`src/hw/rtl/mpsol_pkg.sv`:
```
package mpsol_pkg;

	localparam int unsigned RUN_DEPTH    = 64;
	localparam int unsigned CHUNK_DEPTH  = 1024;
	localparam int unsigned SAMPLE_DEPTH = 4096;

	localparam int unsigned RUN_AW    = $clog2(RUN_DEPTH);
	localparam int unsigned CHUNK_AW  = $clog2(CHUNK_DEPTH);
	localparam int unsigned SAMPLE_AW = $clog2(SAMPLE_DEPTH);

	localparam int unsigned DIV_STEPS = SAMPLE_AW;
	localparam int unsigned DIV_CW    = $clog2(DIV_STEPS + 1);

	localparam logic [31:0] WORD_ALL_ONES = 32'hFFFF_FFFF;

	typedef enum logic [1:0] {
		CMD_LOAD_RUN    = 2'd0,
		CMD_LOAD_CHUNK  = 2'd1,
		CMD_LOAD_SIZE   = 2'd2,
		CMD_QUERY       = 2'd3
	} cmd_t;

	typedef enum logic [1:0] {
		REG_RUN_USED   = 2'd0,
		REG_CHUNK_USED = 2'd1,
		REG_SIZE_USED  = 2'd2,
		REG_NONE       = 2'd3
	} reg_idx_t;

	typedef enum logic [1:0] {
		ST_OK        = 2'd0,
		ST_NO_SAMPLE = 2'd1,
		ST_NO_CHUNK  = 2'd2,
		ST_OVERFLOW  = 2'd3
	} status_t;

	typedef enum logic [3:0] {
		S_IDLE,
		S_RUN_RD,
		S_RUN_MUL,
		S_RUN_CMP,
		S_DIV,
		S_CHK,
		S_SUM_RD,
		S_SUM_ACC,
		S_OFF_RD,
		S_OFF_OUT
	} state_t;

	typedef struct packed {
		logic start;
		logic done;
	} div_ctl_t;

endpackage

```
`src/hw/rtl/mpsol_div.sv`:
```
module mpsol_div (
	input  logic                                clk,
	input  logic                                arst_n,
	input  logic                                start,
	input  logic [mpsol_pkg::SAMPLE_AW-1:0]     dividend,
	input  logic [31:0]                         divisor,
	output mpsol_pkg::div_ctl_t                 ctl,
	output logic [mpsol_pkg::SAMPLE_AW-1:0]     quot,
	output logic [mpsol_pkg::SAMPLE_AW-1:0]     rem
);

	logic [mpsol_pkg::DIV_CW-1:0]    cnt_q;
	logic                            run_q;
	logic                            done_q;
	logic [mpsol_pkg::SAMPLE_AW-1:0] num_q;
	logic [mpsol_pkg::SAMPLE_AW-1:0] quot_q;
	logic [mpsol_pkg::SAMPLE_AW:0]   rem_q;
	logic [31:0]                     den_q;
	logic [mpsol_pkg::SAMPLE_AW:0]   shifted;
	logic                            ge;

	// remainder stays below divisor and below the dividend range
	assign shifted = {rem_q[mpsol_pkg::SAMPLE_AW-1:0], num_q[mpsol_pkg::SAMPLE_AW-1]};
	assign ge      = {{(32-mpsol_pkg::SAMPLE_AW-1){1'b0}}, shifted} >= den_q;

	always_ff @(posedge clk or negedge arst_n) begin
		if (!arst_n) begin
			cnt_q  <= '0;
			run_q  <= 1'b0;
			done_q <= 1'b0;
		end else begin
			done_q <= 1'b0;
			if (start) begin
				run_q <= 1'b1;
				cnt_q <= mpsol_pkg::DIV_CW'(mpsol_pkg::DIV_STEPS);
			end else if (run_q) begin
				cnt_q <= cnt_q - 1'b1;
				if (cnt_q == mpsol_pkg::DIV_CW'(1)) begin
					run_q  <= 1'b0;
					done_q <= 1'b1;
				end
			end
		end
	end

	always_ff @(posedge clk) begin
		if (start) begin
			num_q  <= dividend;
			den_q  <= divisor;
			rem_q  <= '0;
			quot_q <= '0;
		end else if (run_q) begin
			num_q  <= {num_q[mpsol_pkg::SAMPLE_AW-2:0], 1'b0};
			rem_q  <= ge ? (shifted - den_q[mpsol_pkg::SAMPLE_AW:0]) : shifted;
			quot_q <= {quot_q[mpsol_pkg::SAMPLE_AW-2:0], ge};
		end
	end

	assign ctl.start = start;
	assign ctl.done  = done_q;
	assign quot      = quot_q;
	assign rem       = rem_q[mpsol_pkg::SAMPLE_AW-1:0];

endmodule

```
`config.mk`:
```
export PLATFORM = sky130hd
export DESIGN_NAME = mpsol_div
export DESIGN_NICKNAME = d
export VERILOG_FILES = /design/src/hw/rtl/mpsol_pkg.sv /design/src/hw/rtl/mpsol_div.sv
export SDC_FILE = /design/constraint.sdc
export NUM_CORES = 1
export LEC_CHECK = 0
export BUFFER_PORTS_ARGS = -buffer_cell sky130_fd_sc_hd__buf_2
export CAP_MARGIN = 20
export CORE_ASPECT_RATIO = 2
export CORE_MARGIN = 2
export CORE_UTILIZATION = 56
export CTS_BUF_LIST = sky130_fd_sc_hd__clkbuf_8 sky130_fd_sc_hd__clkbuf_16
export CTS_CLUSTER_SIZE = 10
export DETAILED_ROUTE_END_ITERATION = 16
export PLACE_DENSITY = 0.81
export SYNTH_ARGS = -nofsm -noshare
export SYNTH_HDL_FRONTEND = slang
export SYNTH_SLANG_ARGS = --single-unit
```
`constraint.sdc`:
```
create_clock -name clk -period 4.9 [get_ports clk]
set_clock_uncertainty 0.05 [all_clocks]
set_input_delay 0.245 -clock clk [delete_from_list [all_inputs] [get_ports clk]]
set_output_delay 0.245 -clock clk [all_outputs]
set_load 0.005 [all_outputs]
```
# == After elaboration in Yosys (flattened, before gate mapping) ==
# Cells that the tools add are included.
# word_totals
register_bits,74
# op_classes
addsub,2
order_cmp,1
n_eq_ne,1
n_mux,11
reduce_logical,1
# ops
op,n
12-bit two-way mux,3
13-bit by 32-bit greater-or-equal comparator with 1-bit output,1
12-bit subtractor,1
4-bit two-way mux,2
1-bit two-way mux,6
4-bit by 1-bit == test with 1-bit output (second input constant),1
4-bit by 1-bit subtractor with 4-bit output (second input constant),1
2-bit nonzero test,1

# == Logic depth before layout (Yosys ltp) ==
# depth
depth_word,4
ltp_mapped,11
mapped_depth_nobuf,9

# == Least setup slack after synthesis ==
# OpenSTA, ideal clock, no wires.
# synth_timing
path_kind,reg2reg
start,register num_q[11] (netlist bit)
end,register rem_q[7] (netlist bit)
setup_time_ns,0.091
arrival_ns,2.276
required_time_ns,4.759
setup_slack_ns,2.483
path_stages_with_launch,10
n_path_buf,0
cell_sequence,edfxtp_1 inv_1 ha_1 fa_1 nand2b_1 o2bb2ai_1 a21oi_1 o311ai_1 or4_1 a311oi_1
# synth_via
elab_chain_cells,2
# synth_rtl
element,line_no,text
"start, declared",mpsol_div.sv:15,logic [mpsol_pkg::SAMPLE_AW-1:0] num_q;
"start signal, assigned",mpsol_div.sv:48,num_q <= dividend;
"start signal, assigned",mpsol_div.sv:53,"num_q <= {num_q[mpsol_pkg::SAMPLE_AW-2:0], 1'b0};"
13-bit by 32-bit greater-or-equal comparator with 1-bit output / 12-bit subtractor (equally long branches),"mpsol_div.sv:24, mpsol_div.sv:54",
12-bit two-way mux (*),mpsol_div.sv:54,rem_q <= ge ? (shifted - den_q[mpsol_pkg::SAMPLE_AW:0]) : shifted;
"end signal, assigned",mpsol_div.sv:54,
"end, declared",mpsol_div.sv:17,logic [mpsol_pkg::SAMPLE_AW:0] rem_q;
# Mark *: on every way between the ends. The rest lies on a longest branch, timed or not.
# A chain may end at the register's enable or synchronous reset.

# == Final worst setup path ==
# Ends and elaborated chain as after synthesis.

==> impl_metrics.env <==
export IMPL_status="complete, no violations"
export IMPL_cts_root_buf="clkbuf_16"
export IMPL_synth_common_cells="44 x edfxtp_1, 33 x nor2_1, 24 x dfxtp_1, 19 x inv_1, 17 x mux2i_1"
export IMPL_max_freq_mhz=376
export IMPL_post_cts_resized=0
export IMPL_syn_avg_cell_area_sq_um=11.9
export IMPL_reg2reg_from="num_q[11]$_DFFE_PP_"
export IMPL_cts_hold_buf=1
export IMPL_leakage_nw=1.89
export IMPL_p_total_w=0.00143
export IMPL_post_cts_buffers=0
export IMPL_grt_setup_unrepaired="no"
export IMPL_layout_area_seq_sq_mm=0.00195
export IMPL_path_cells="inv_1 > ha_1 > fa_1 > nand2b_1 > o2bb2ai_1 > a21oi_1 > o311ai_2 > or4_1 > a311oi_1"
export IMPL_synth_top_flop_cell="edfxtp_1"
export IMPL_clock_sinks=74
export IMPL_grt_pass1_wl_um=10800
export IMPL_hold_viol_final=0
export IMPL_initial_core_util_pct=56.9
export IMPL_path_clk_slew_ns=0.05
export IMPL_r2r_slack_ns=2.24
export IMPL_dieArea_sq_mm=0.00700
export IMPL_crit_path_max_incr_delay_ns=0.54
export IMPL_grt_use_total_pct=20.9
export IMPL_vias=2457
export IMPL_synthTopCellsByArea="edfxtp_1 37%, dfxtp_1 14%, ha_1 5.3%, mux2i_1 4.8%, dfrtp_1 4.2%"
export IMPL_syn_area_sq_mm=0.00353
export IMPL_rows=41
export IMPL_setup_worst_path_end_class="register"
export IMPL_gp_congestion=0.841
export IMPL_synthDistinctLibCells=54
export IMPL_htreeDepth=3
export IMPL_clk_latency_ns=0.33
export IMPL_worstSetupPathType="reg -> reg"
export IMPL_grt_pass1_vias=2355
export IMPL_fin_crit_ns=2.66
export IMPL_startpoint_type="register"
export IMPL_reg2reg_depth=9
export IMPL_finalSetupViolCount=0
export IMPL_finalSetupTns_ns=0
export IMPL_synth_top_area_share_pct=37.4
export IMPL_stdcell_count=459
export IMPL_drc=0
export IMPL_wl_per_cell_um=14.1
export IMPL_yosysMostFrequentCell="edfxtp_1"
export IMPL_worstPathRequired_ns=5.09
export IMPL_hold_path_class="in -> reg"
export IMPL_arrival_ns=2.85
export IMPL_drv_slew=0
export IMPL_die_w_um=60.2
export IMPL_maxCapViolCount=0
export IMPL_coreArea_sq_mm=0.00621
export IMPL_viasPerCell=5.35
export IMPL_drive_above_1_share_pct=30.0
export IMPL_fin_crit_sh_pct=54.2
export IMPL_diodes=0
export IMPL_antenna_found_initial=0
export IMPL_die_h_um=116
export IMPL_min_from="divisor[13]"
export IMPL_whs_ns=0.0354
export IMPL_final_antenna_net_count=0
export IMPL_multiInputGateArea_sq_mm=0.00138
export IMPL_ys_warn_count=0
export IMPL_power_density_mw_per_mm2=342
export IMPL_crit_slowest_cell="or4_1"
export IMPL_ys_seq_area_share_pct=55.2
export IMPL_async_flop_share_pct=8.11
export IMPL_port_buffers=72
export IMPL_overflow=0
export IMPL_tightest_slew_ns=0.494
export IMPL_dp_hpwl_um=4530
export IMPL_dr_pass1_iters=4
export IMPL_wl_um=6480
export IMPL_fillerInstances=493
export IMPL_hold_depth=1
export IMPL_grt_max_degree=55
export IMPL_reg2reg_to="rem_q[7]$_SDFFE_PP0P_"
export IMPL_clockBufferDepth=2
export IMPL_cts_inserted_buffers=9
export IMPL_crit_path_max_fanout=2
export IMPL_ios=73
export IMPL_synth_seq_cells=74
export IMPL_slew_headroom_pct=67.1
export IMPL_synth_edf_count=44
export IMPL_drt_initial_drc_count=93
export IMPL_syn_inst=296
export IMPL_synth_nets=359
export IMPL_ir_drop_uv=294
export IMPL_areaGrowthSynthToFinish_pct=18.5
export IMPL_yosysTopAreaCell="edfxtp_1"
export IMPL_cts_tree="built"
export IMPL_final_nets=431
export IMPL_min_to="den_q[13]$_DFFE_PP_"
export IMPL_dp_cells=441
==> routing by layer <==
metal	track usage, %	share of wire, %	up-vias	wire [um]
li1	-	-	1224	-
met1	26.3	42	1152	2690
met2	32.9	51	71	3270
met3	5.20	5.6	10	365
met4	10.2	2.2	0	143
met5	0	0	-	0
==> metrics by stage <==
step / worst slack, ns / util [%] / area, sq um
6_report: 2.24 / 67.5 / 4190
4_1_cts: 2.22 / 67.2 / 4170
5_1_grt: 2.06 / 67.5 / 4190
2_1_floorplan: 2.48 / - / 3530
3_3_place_gp: 2.37 / 62.8 / 3900
3_5_place_dp: 2.23 / 62.8 / 3900
==> how the worst max path moves through the flow <==
stage | cells past startpoint | endpoint | from | slack (ns)
floorplan | 9 | rem_q[7]$_SDFFE_PP0P_ | num_q[11]$_DFFE_PP_ | 2.48
global placement | 9 | rem_q[7]$_SDFFE_PP0P_ | num_q[11]$_DFFE_PP_ | 2.37
detailed placement | 9 | rem_q[7]$_SDFFE_PP0P_ | num_q[11]$_DFFE_PP_ | 2.23
CTS | 9 | rem_q[7]$_SDFFE_PP0P_ | num_q[11]$_DFFE_PP_ | 2.22
global route | 10 | rem_q[0]$_SDFFE_PP0P_ | num_q[11]$_DFFE_PP_ | 2.06
finish | 9 | rem_q[7]$_SDFFE_PP0P_ | num_q[11]$_DFFE_PP_ | 2.24
==> where the power goes <==
group	total (W)	leakage, nW	switching [W]	internal (W)
Sequential	0.000719	0.703	0.0000162	0.000703
Clock	0.000569	0.134	0.000234	0.000335
Combinational	0.000145	1.05	0.0000732	0.0000716
Total	0.00143	1.89	0.000323	0.00111
==> logic make-up after synthesis <==
logic type	after synthesis	share of synthesized area, %
AOI/OAI and AO/OA	50	10.5
xor gates and xnor gates	7	1.73
adders and majority gates	16	5.88
buffers and inverters	35	5.84
DFF	74	55.2
muxes	29	8.64
and+or+nand+nor	85	12.1
==> sequential cells by signal, indices dropped and copies added, names as in the netlist <==
| name | count |
|---|---|
| cnt_q | 4 |
| den_q | 32 |
| done_q | 1 |
| num_q | 12 |
| quot | 12 |
| rem_q | 12 |
| run_q | 1 |
==> placed cells by master, fill, tap and decap left out, types with 3 or more instances in the layout <==
cell type / n
dfrtp_1: 6
buf_4: 3
dfxtp_1: 24
nor2b_1: 4
mux2_2: 11
a21oi_1: 9
clkbuf_16: 9
buf_2: 72
o21a_1: 5
clkinv_2: 4
nand2_1: 14
a311oi_1: 5
nor2_1: 33
edfxtp_1: 44
o21ai_0: 4
o21bai_1: 3
xnor2_1: 7
ha_1: 15
nor4_1: 8
inv_1: 19
mux2i_1: 17
a211oi_1: 9
nand3_1: 4
==> worst max-delay path, delay by kind of cell, from the launching register on <==
kind | cells | cell delay, ns
AOI/OAI and AO/OA | 4 | 0.75
and+or+nand+nor | 2 | 0.72
DFF | 1 | 0.32
buffers and inverters | 1 | 0.05
adders and majority gates | 2 | 0.67
==> cell type report <==
class,instances,area share [%]
sequential,74,46.6
inverter,19,1.70
clock inverter,7,0.866
timing repair buffer,77,9.86
tap,86,2.57
clock buffer,9,5.38
multi-input combinational,187,33.0
(Power assumes the default switching activity.)
